[src/whug_pkg.sv]
// Shared types and constants for the Wichmann-Hill uniform generator.
package whug_pkg;

    localparam int NUM_GEN   = 3;
    localparam int RES_W     = 15;
    localparam int MUL_W     = 8;
    localparam int PROD_W    = RES_W + MUL_W;
    localparam int QUO_W     = 8;
    localparam int REM_W     = RES_W + 1;
    localparam int RECIP_SH  = 38;
    localparam int RECIP_W   = 24;
    localparam int QP_W      = PROD_W + RECIP_W;
    localparam int FRAC_W    = 32;
    localparam int FRAC_SH   = 30;
    localparam int FRAC_KW   = 48;
    localparam int KSPLIT    = 24;
    localparam int KH_W      = FRAC_KW - KSPLIT;
    localparam int PP_W      = RES_W + KSPLIT;
    localparam int FULL_W    = PP_W + KSPLIT;
    localparam int CFG_IDX_W = 2;
    localparam int RQ_DEPTH  = 4;
    localparam int RQ_AW     = $clog2(RQ_DEPTH);
    localparam int OB_DEPTH  = 2;
    localparam int OB_AW     = $clog2(OB_DEPTH);

    localparam int MOD_X = 30269;
    localparam int MOD_Y = 30307;
    localparam int MOD_Z = 30323;

    localparam logic [63:0] ONE64 = 64'd1;

    localparam logic [RES_W-1:0] MODULUS [NUM_GEN] = '{
        RES_W'(MOD_X), RES_W'(MOD_Y), RES_W'(MOD_Z)};
    localparam logic [MUL_W-1:0] MULT [NUM_GEN] = '{8'd171, 8'd172, 8'd170};
    localparam logic [RES_W-1:0] SEED_RST [NUM_GEN] = '{15'd13, 15'd37, 15'd91};

    // floor(2^38 / m): quotient estimate is exact or one low
    localparam logic [RECIP_W-1:0] RECIP [NUM_GEN] = '{
        RECIP_W'((ONE64 << RECIP_SH) / 64'(MOD_X)),
        RECIP_W'((ONE64 << RECIP_SH) / 64'(MOD_Y)),
        RECIP_W'((ONE64 << RECIP_SH) / 64'(MOD_Z))};

    // ceil(2^62 / m): (r * K) >> 30 equals floor(r * 2^32 / m) for r < m
    localparam logic [FRAC_KW-1:0] FRAC_K [NUM_GEN] = '{
        FRAC_KW'(((ONE64 << (FRAC_W + FRAC_SH)) + 64'(MOD_X) - ONE64) / 64'(MOD_X)),
        FRAC_KW'(((ONE64 << (FRAC_W + FRAC_SH)) + 64'(MOD_Y) - ONE64) / 64'(MOD_Y)),
        FRAC_KW'(((ONE64 << (FRAC_W + FRAC_SH)) + 64'(MOD_Z) - ONE64) / 64'(MOD_Z))};

    localparam logic [CFG_IDX_W-1:0] CFG_SEED_X = 2'd0;
    localparam logic [CFG_IDX_W-1:0] CFG_SEED_Y = 2'd1;
    localparam logic [CFG_IDX_W-1:0] CFG_SEED_Z = 2'd2;

    // lane 0 = x, 1 = y, 2 = z
    typedef logic [NUM_GEN-1:0][RES_W-1:0] t_resid;

    typedef struct packed {
        logic   push;
        t_resid data;
    } t_rq_wr;

    typedef struct packed {
        logic full;
        logic empty;
    } t_rq_stat;

endpackage

[src/wichmann_hill_uniform_generator_unit.sv]
// Wichmann-Hill uniform generator: top level.
// The front end accepts no new push until its residue step (constant multiply,
// reciprocal quotient, subtract and correct) has written its word into the residue queue.
// Sync active-low reset: seeds 13/37/91, residues equal to the seeds, both queues empty.
module wichmann_hill_uniform_generator_unit import whug_pkg::*; (
    input  logic                 i_clk,
    input  logic                 i_rst_n,
    input  logic                 push,
    output logic                 full,
    input  logic                 i_restart,
    output logic                 empty,
    input  logic                 pop,
    output logic [FRAC_W-1:0]    o_uniform_fraction,
    output logic [RES_W-1:0]     o_residue_x,
    output logic [RES_W-1:0]     o_residue_y,
    output logic [RES_W-1:0]     o_residue_z,
    input  logic                 i_cfg_wr_en,
    input  logic [CFG_IDX_W-1:0] i_cfg_index,
    input  logic [RES_W-1:0]     i_cfg_data
);

    t_rq_wr   q_wr;
    t_rq_stat q_stat;
    t_resid   q_data;
    logic     q_pop;
    t_resid   out_res;

    whug_front u_front (
        .i_clk       (i_clk),
        .i_rst_n     (i_rst_n),
        .i_push      (push),
        .i_restart   (i_restart),
        .o_full      (full),
        .i_cfg_wr_en (i_cfg_wr_en),
        .i_cfg_index (i_cfg_index),
        .i_cfg_data  (i_cfg_data),
        .i_q_stat    (q_stat),
        .o_q_wr      (q_wr)
    );

    whug_rq u_rq (
        .i_clk   (i_clk),
        .i_rst_n (i_rst_n),
        .i_wr    (q_wr),
        .i_pop   (q_pop),
        .o_stat  (q_stat),
        .o_data  (q_data)
    );

    whug_back u_back (
        .i_clk      (i_clk),
        .i_rst_n    (i_rst_n),
        .i_q_stat   (q_stat),
        .i_q_data   (q_data),
        .o_q_pop    (q_pop),
        .i_pop      (pop),
        .o_empty    (empty),
        .o_fraction (o_uniform_fraction),
        .o_res      (out_res)
    );

    assign o_residue_x = out_res[0];
    assign o_residue_y = out_res[1];
    assign o_residue_z = out_res[2];

endmodule

[src/whug_front.sv]
// Front end: seed registers, residue state and the modular step of all three generators.
module whug_front import whug_pkg::*; (
    input  logic                 i_clk,
    input  logic                 i_rst_n,
    input  logic                 i_push,
    input  logic                 i_restart,
    output logic                 o_full,
    input  logic                 i_cfg_wr_en,
    input  logic [CFG_IDX_W-1:0] i_cfg_index,
    input  logic [RES_W-1:0]     i_cfg_data,
    input  t_rq_stat             i_q_stat,
    output t_rq_wr               o_q_wr
);

    typedef enum logic [2:0] {
        S_IDLE = 3'b001,
        S_QUO  = 3'b010,
        S_REM  = 3'b100
    } t_state;

    t_state              r_state, n_state;
    logic [RES_W-1:0]    r_seed [NUM_GEN];
    logic [RES_W-1:0]    r_res  [NUM_GEN];
    logic [PROD_W-1:0]   r_prod [NUM_GEN];
    logic [QUO_W-1:0]    r_quo  [NUM_GEN];

    logic [RES_W-1:0]    operand  [NUM_GEN];
    logic [PROD_W-1:0]   n_prod   [NUM_GEN];
    logic [QP_W-1:0]     quo_prod [NUM_GEN];
    logic [QUO_W-1:0]    n_quo    [NUM_GEN];
    logic [PROD_W-1:0]   rem_wide [NUM_GEN];
    logic [REM_W-1:0]    rem_est  [NUM_GEN];
    logic [REM_W-1:0]    rem_corr [NUM_GEN];
    logic [RES_W-1:0]    rem      [NUM_GEN];
    logic                push;

    always_comb begin
        for (int g = 0; g < NUM_GEN; g++) begin
            operand[g]  = i_restart ? r_seed[g] : r_res[g];
            n_prod[g]   = PROD_W'(operand[g]) * PROD_W'(MULT[g]);
            quo_prod[g] = QP_W'(r_prod[g]) * QP_W'(RECIP[g]);
            n_quo[g]    = quo_prod[g][RECIP_SH +: QUO_W];
            rem_wide[g] = r_prod[g] - PROD_W'(r_quo[g]) * PROD_W'(MODULUS[g]);
            rem_est[g]  = rem_wide[g][REM_W-1:0];
            // estimate may be one modulus high
            if (rem_est[g] >= REM_W'(MODULUS[g])) begin
                rem_corr[g] = rem_est[g] - REM_W'(MODULUS[g]);
            end else begin
                rem_corr[g] = rem_est[g];
            end
            rem[g] = rem_corr[g][RES_W-1:0];
        end
    end

    always_comb begin
        n_state = r_state;
        push    = 1'b0;
        case (r_state)
            S_IDLE: begin
                if (i_push) begin
                    n_state = S_QUO;
                end
            end
            S_QUO: begin
                n_state = S_REM;
            end
            S_REM: begin
                if (!i_q_stat.full) begin
                    push    = 1'b1;
                    n_state = S_IDLE;
                end
            end
            default: begin
                n_state = S_IDLE;
            end
        endcase
    end

    assign o_full = (r_state != S_IDLE);

    always_comb begin
        o_q_wr.push = push;
        for (int g = 0; g < NUM_GEN; g++) begin
            o_q_wr.data[g] = rem[g];
        end
    end

    always_ff @(posedge i_clk) begin
        if (!i_rst_n) begin
            r_state <= S_IDLE;
            for (int g = 0; g < NUM_GEN; g++) begin
                r_seed[g] <= SEED_RST[g];
                r_res[g]  <= SEED_RST[g];
            end
        end else begin
            r_state <= n_state;
            if (i_cfg_wr_en) begin
                case (i_cfg_index)
                    CFG_SEED_X: r_seed[0] <= i_cfg_data;
                    CFG_SEED_Y: r_seed[1] <= i_cfg_data;
                    CFG_SEED_Z: r_seed[2] <= i_cfg_data;
                    default: ;
                endcase
            end
            if (push) begin
                for (int g = 0; g < NUM_GEN; g++) begin
                    r_res[g] <= rem[g];
                end
            end
        end
    end

    always_ff @(posedge i_clk) begin
        for (int g = 0; g < NUM_GEN; g++) begin
            if (r_state == S_IDLE) begin
                r_prod[g] <= n_prod[g];
            end
            if (r_state == S_QUO) begin
                r_quo[g] <= n_quo[g];
            end
        end
    end

    a_accept_busy: assert property (@(posedge i_clk) disable iff (!i_rst_n)
        (i_push && !o_full) |=> (o_full && r_state == S_QUO))
        else $error("front did not start a step after accepting a word");

    a_res_range: assert property (@(posedge i_clk) disable iff (!i_rst_n)
        push |-> (rem[0] < MODULUS[0] && rem[1] < MODULUS[1] && rem[2] < MODULUS[2]))
        else $error("reduced residue not below its modulus");

    a_res_hold: assert property (@(posedge i_clk) disable iff (!i_rst_n)
        (r_state == S_QUO) |=> ($stable(r_prod[0]) && $stable(r_res[0])))
        else $error("step operands changed mid-reduction");

endmodule

[src/whug_rq.sv]
// Residue queue between the front end and the fraction back end.
module whug_rq import whug_pkg::*; (
    input  logic     i_clk,
    input  logic     i_rst_n,
    input  t_rq_wr   i_wr,
    input  logic     i_pop,
    output t_rq_stat o_stat,
    output t_resid   o_data
);

    t_resid             r_mem [RQ_DEPTH];
    logic [RQ_AW-1:0]   r_wr_ptr;
    logic [RQ_AW-1:0]   r_rd_ptr;
    logic [RQ_AW:0]     r_cnt;
    logic               do_push;
    logic               do_pop;

    assign o_stat.full  = (r_cnt == (RQ_AW+1)'(RQ_DEPTH));
    assign o_stat.empty = (r_cnt == '0);
    assign do_push      = i_wr.push && !o_stat.full;
    assign do_pop       = i_pop && !o_stat.empty;
    assign o_data       = r_mem[r_rd_ptr];

    always_ff @(posedge i_clk) begin
        if (!i_rst_n) begin
            r_wr_ptr <= '0;
            r_rd_ptr <= '0;
            r_cnt    <= '0;
        end else begin
            if (do_push) begin
                r_wr_ptr <= r_wr_ptr + RQ_AW'(1);
            end
            if (do_pop) begin
                r_rd_ptr <= r_rd_ptr + RQ_AW'(1);
            end
            if (do_push && !do_pop) begin
                r_cnt <= r_cnt + (RQ_AW+1)'(1);
            end else if (do_pop && !do_push) begin
                r_cnt <= r_cnt - (RQ_AW+1)'(1);
            end
        end
    end

    always_ff @(posedge i_clk) begin
        if (do_push) begin
            r_mem[r_wr_ptr] <= i_wr.data;
        end
    end

    a_cnt_range: assert property (@(posedge i_clk) disable iff (!i_rst_n)
        r_cnt <= (RQ_AW+1)'(RQ_DEPTH))
        else $error("residue queue count out of range");

    a_no_drop: assert property (@(posedge i_clk) disable iff (!i_rst_n)
        (i_wr.push |-> !o_stat.full) and (i_pop |-> !o_stat.empty))
        else $error("residue queue push while full or pop while empty");

endmodule

[src/whug_back.sv]
// Back end: Q0.32 fraction terms, their modular sum and the result buffer.
module whug_back import whug_pkg::*; (
    input  logic              i_clk,
    input  logic              i_rst_n,
    input  t_rq_stat          i_q_stat,
    input  t_resid            i_q_data,
    output logic              o_q_pop,
    input  logic              i_pop,
    output logic              o_empty,
    output logic [FRAC_W-1:0] o_fraction,
    output t_resid            o_res
);

    logic                r_v1;
    t_resid              r_res1;
    logic [PP_W-1:0]     r_ph [NUM_GEN];
    logic [PP_W-1:0]     r_pl [NUM_GEN];
    logic                r_v2;
    t_resid              r_res2;
    logic [FRAC_W-1:0]   r_term [NUM_GEN];

    logic [FRAC_W-1:0]   r_ob_frac [OB_DEPTH];
    t_resid              r_ob_res  [OB_DEPTH];
    logic [OB_AW-1:0]    r_ob_wp;
    logic [OB_AW-1:0]    r_ob_rp;
    logic [OB_AW:0]      r_ob_cnt;

    logic                en;
    logic                ob_wr;
    logic                ob_rd;
    logic [FULL_W-1:0]   full_prod [NUM_GEN];
    logic [FRAC_W-1:0]   n_term    [NUM_GEN];
    logic [FRAC_W-1:0]   sum;

    // whole pipe holds when the last stage has nowhere to go
    assign en      = !r_v2 || (r_ob_cnt != (OB_AW+1)'(OB_DEPTH));
    assign o_q_pop = en && !i_q_stat.empty;
    assign ob_wr   = en && r_v2;
    assign o_empty = (r_ob_cnt == '0);
    assign ob_rd   = i_pop && !o_empty;

    always_comb begin
        sum = '0;
        for (int g = 0; g < NUM_GEN; g++) begin
            full_prod[g] = {r_ph[g], {KSPLIT{1'b0}}} + FULL_W'(r_pl[g]);
            n_term[g]    = full_prod[g][FRAC_SH +: FRAC_W];
            sum          = sum + r_term[g];
        end
    end

    always_ff @(posedge i_clk) begin
        if (!i_rst_n) begin
            r_v1     <= 1'b0;
            r_v2     <= 1'b0;
            r_ob_wp  <= '0;
            r_ob_rp  <= '0;
            r_ob_cnt <= '0;
        end else begin
            if (en) begin
                r_v1 <= o_q_pop;
                r_v2 <= r_v1;
            end
            if (ob_wr) begin
                r_ob_wp <= r_ob_wp + OB_AW'(1);
            end
            if (ob_rd) begin
                r_ob_rp <= r_ob_rp + OB_AW'(1);
            end
            if (ob_wr && !ob_rd) begin
                r_ob_cnt <= r_ob_cnt + (OB_AW+1)'(1);
            end else if (ob_rd && !ob_wr) begin
                r_ob_cnt <= r_ob_cnt - (OB_AW+1)'(1);
            end
        end
    end

    always_ff @(posedge i_clk) begin
        if (en) begin
            r_res1 <= i_q_data;
            r_res2 <= r_res1;
            for (int g = 0; g < NUM_GEN; g++) begin
                r_ph[g]   <= PP_W'(i_q_data[g]) * PP_W'(FRAC_K[g][FRAC_KW-1:KSPLIT]);
                r_pl[g]   <= PP_W'(i_q_data[g]) * PP_W'(FRAC_K[g][KSPLIT-1:0]);
                r_term[g] <= n_term[g];
            end
        end
        if (ob_wr) begin
            r_ob_frac[r_ob_wp] <= sum;
            r_ob_res[r_ob_wp]  <= r_res2;
        end
    end

    assign o_fraction = r_ob_frac[r_ob_rp];
    assign o_res      = r_ob_res[r_ob_rp];

    a_stall_hold: assert property (@(posedge i_clk) disable iff (!i_rst_n)
        (r_v2 && !en) |=> (r_v2 && $stable(r_term[0]) && $stable(r_res2)))
        else $error("stalled fraction stage lost its word");

    a_ob_show: assert property (@(posedge i_clk) disable iff (!i_rst_n)
        (ob_wr && o_empty) |=> !o_empty)
        else $error("result written but buffer still empty");

endmodule

[config.mk]
export PLATFORM = sky130hd
export DESIGN_NAME = wichmann_hill_uniform_generator_unit
export DESIGN_NICKNAME = d
export VERILOG_FILES = /design/src/whug_pkg.sv /design/src/wichmann_hill_uniform_generator_unit.sv /design/src/whug_front.sv /design/src/whug_rq.sv /design/src/whug_back.sv
export SDC_FILE = /design/constraint.sdc
export NUM_CORES = 2
export LEC_CHECK = 0
export BUFFER_PORTS_ARGS = -buffer_cell sky130_fd_sc_hd__buf_2
export CORE_AREA = 2 2 639 387
export DETAILED_ROUTE_END_ITERATION = 8
export DIE_AREA = 0 0 641 389
export PLACE_DENSITY_LB_ADDON = 0.05
export SLEW_MARGIN = 20
export SYNTH_ARGS = -nofsm -noshare
export SYNTH_HDL_FRONTEND = slang
export SYNTH_SLANG_ARGS = --single-unit
[constraint.sdc]
create_clock -name i_clk -period 27.1 [get_ports i_clk]
set_clock_uncertainty 0.2 [all_clocks]
set_input_delay 2.71 -clock i_clk [delete_from_list [all_inputs] [get_ports i_clk]]
set_output_delay 2.71 -clock i_clk [all_outputs]
set_load 0.03 [all_outputs]
==> impl_metrics.csv <==
group,metric,value,unit
run,cap_violations,0,
detailed_routing,vias_per_cell,4.92,
die,dieArea,249000,um^2
timing,period_minus_slack,8910,ps
logic_synthesis,synth_edf_count,844,
setup_path,endpoint_kind,"flip-flop",
setup_path,cp-start-kind,"flip-flop",
global_routing,grt_usage,0.206,
placed_design,io_buffers,101,
timing,worst_slew_pin_slew,1390,ps
logic_synthesis,ys_seq_elements,863,
logic_synthesis,syn_nets,10773,
timing,setup_violations,0,
global_routing,grt_pass1_vias,58130,
clock_tree,htree_levels,3,
detailed_routing,firstDrtPassIters,5,
logic_synthesis,syn_inst,7984,
logic_synthesis,avgSynthCellArea,11.5,um^2
clock_tree,post-cts-setup-buffer-count,0,
finish,synthToLayoutAreaGrowth,8.49,%
detailed_routing,drt_wl_total,252000,um
die,core_region_area,244000,um^2
clock_tree,cts_root_buffer,"clkbuf_16",
detailed_routing,vias,56800,
outcome,status,"completed",
logic_synthesis,synth_top_area_frac,0.275,
setup_path,reg2reg_slack,18190,ps
die,start_util,0.377,
logic_synthesis,yosysUniqueCellTypes,87,
logic_synthesis,synth_seq_area_share,0.280,
timing,whs,212,ps
clock_tree,cts_tree,"built",
setup_path,arrival,9170,ps
die,ios,102,
setup_path,cp.required,27360,ps
detailed_routing,ant_nets,0,
timing,maxSlewViolCount,0,
placed_design,post-dp-hpwl,213000,um
global_routing,globalRoute.totalOverflow,0,
global_routing,grt_max_degree,75,
detailed_routing,wire_per_inst,21.9,um
die,rows,141,
finish,drive_gt1_frac,0.0605,
timing,maxSlewHeadroom,0.0594,
timing,min_period_over_period,0.329,
logic_synthesis,ys.flop_type,"edfxtp_1",
placed_design,gp_congestion,0.929,
global_routing,antenna_found_initial,7,
clock_tree,cts_hold_buf,0,
die,die_w,641,um
die,die_y,389,um
setup_path,path_class,"reg -> reg",
clock_tree,path_clk_slew,60,ps
logic_synthesis,synthTopCellsByArea,"edfxtp_1 (28%), ha_1 (24%), fa_1 (22%)",
clock_tree,clock-sinks,863,
timing,max_freq,112,MHz
timing,hold_violations,0,
clock_tree,clock_latency,730,ps
finish,utilization,0.409,
clock_tree,numCtsBuffers,92,
timing,rsz0062_at_grt,"false",
finish,nNetsFinal,10954,
timing,totalNegativeSetupSlack,0,ps
detailed_routing,drc,0,
hold_path,hp-class,"reg -> reg",
clock_tree,cts.path.max_buffers,3,
setup_path,worst-path-max-fanout,45,
logic_synthesis,synthArstFlopShare,0,
global_routing,grt_pass1_wl,380000,um
logic_synthesis,ys_warn_count,0,
logic_synthesis,yosys.area.top_type,"edfxtp_1",
clock_tree,cts_resized,0,
logic_synthesis,syn_area,92000,um^2
detailed_routing,first_iter_violations,4031,
[synthesized netlist by cell type (all sizes together) (13+ instances only)]
library cell,number
inv,1890
ha,1743
fa,1023
edfxtp,844
xnor2,279
a21oi,237
nor2,234
nand2,162
o21ai,146
xor2,129
a21o,117
mux2,107
nand3,102
nor3,99
and2,79
o21a,51
nand2b,47
and3,45
mux4,45
nor2b,45
nand4,38
clkbuf,35
a31oi,34
or3,33
o21bai,29
mux2i,27
a211oi,26
or2,24
o211ai,21
o31ai,20
dfxtp,19
a21boi,17
a31o,15
buf,15
o31a,14
a2111oi,13
[cells in the final DEF (no fill, tap or decap), types with 14 or more instances in the layout]
cell and n:
nand3_1 102, clkbuf_1 16, and2_1 74, nand2b_1 46, clkbuf_16 92, or3_1 33
nor3_1 98, o21ai_0 139, fa_1 1023, nand2_1 161, o21a_1 51, edfxtp_1 844
buf_4 36, o31a_1 14, xor2_1 129, or2_2 23, a21o_1 117, dfxtp_1 16
o31ai_1 18, and3_1 43, o21bai_1 29, buf_2 101, xnor2_1 278, a31o_2 15
a31oi_1 34, ha_1 1743, clkinv_2 15, a21oi_1 236, o211ai_1 20, nand4_1 38
nor2_1 233, nor2b_1 45, mux2i_1 27, mux4_2 45, inv_1 1889, a211oi_1 26
a21boi_0 16, mux2_2 104
[registers in the layout, summed over array words and instances (netlist names), 24 cells and up, named ones only]
register / cells
u_front.r_seed: 45
u_back.r_ob_res: 90
u_back.r_term: 96
u_front.r_quo: 24
u_back.r_res1: 45
u_front.r_prod: 66
u_front.r_res: 45
u_back.r_ph: 106
u_back.r_pl: 38
u_back.r_res2: 45
u_back.r_ob_frac: 64
u_rq.r_mem: 180
[critical path, stage by stage (launching register included)]
cell	delay (ps)
dfxtp_4	330
buf_4	720
mux4_2	830
fa_1	750
inv_1	150
fa_1	590
inv_1	160
fa_1	630
inv_1	80
fa_1	480
inv_1	50
fa_1	480
inv_1	50
fa_1	470
inv_1	40
ha_1	280
nand4_1	120
a2111oi_0	550
a21boi_0	280
a31oi_1	120
a31oi_1	210
buf_4	200
o22a_1	220
a41o_1	270
or3_1	120
o21ai_0	90
xnor2_1	130
[metrics by stage]
step / setup slack [ps] / std cells / area, um^2
after floorplan: 17350 / 7984 / 92000
after global placement: 18320 / 11360 / 96800
after detailed placement: 18150 / 11360 / 96800
after CTS: 18100 / 11531 / 99800
after global routing: 17570 / 11532 / 99800
final: 18190 / 11533 / 99800
[cell families after synthesis]
logic type / after synthesis / share of synthesized area
adder cells (fa/ha/maj): 2766 / 0.460
buffers and inverters: 1940 / 0.0793
AND/OR/NAND/NOR: 955 / 0.0523
AO/OA/AOI/OAI: 872 / 0.0633
flip-flops: 863 / 0.280
XOR/XNOR: 409 / 0.0391
multiplexers: 179 / 0.0270
[path summary, 6_finish.rpt]
check	from	endpoint	depth (start not counted)
max reg2reg	flip-flop	u_back.r_pl[0][33]	26
max	flip-flop	u_back.r_pl[0][33]	26
min reg2reg	u_back.r_res2[33]	u_back.r_ob_res[1][33]	0
min	u_back.r_res2[33]	u_back.r_ob_res[1][33]	0
[per-layer routing]
layer	wire length, um	GRT usage	share of wire
met1	144000	0.355	0.57
met3	19600	0.0568	0.078
met4	2790	0.0245	0.011
met2	86400	0.247	0.34
met5	0	0	0
[layout make-up]
| class | instances | area [um^2] |
|---|---|---|
| diodes | 2 | 5.00 |
| flip-flops and latches | 863 | 25700 |
| multi-input cells | 5181 | 59100 |
| clock inverters | 63 | 676 |
| repair buffers | 137 | 776 |
| fillers | 23557 | 144000 |
| clock buffers | 108 | 2360 |
| inverters | 1890 | 7100 |
| well taps | 3289 | 4120 |
Power is left out: the tool's default activity adds up to more than one toggle a clock period on the data nets, which glitch-free logic cannot reach.
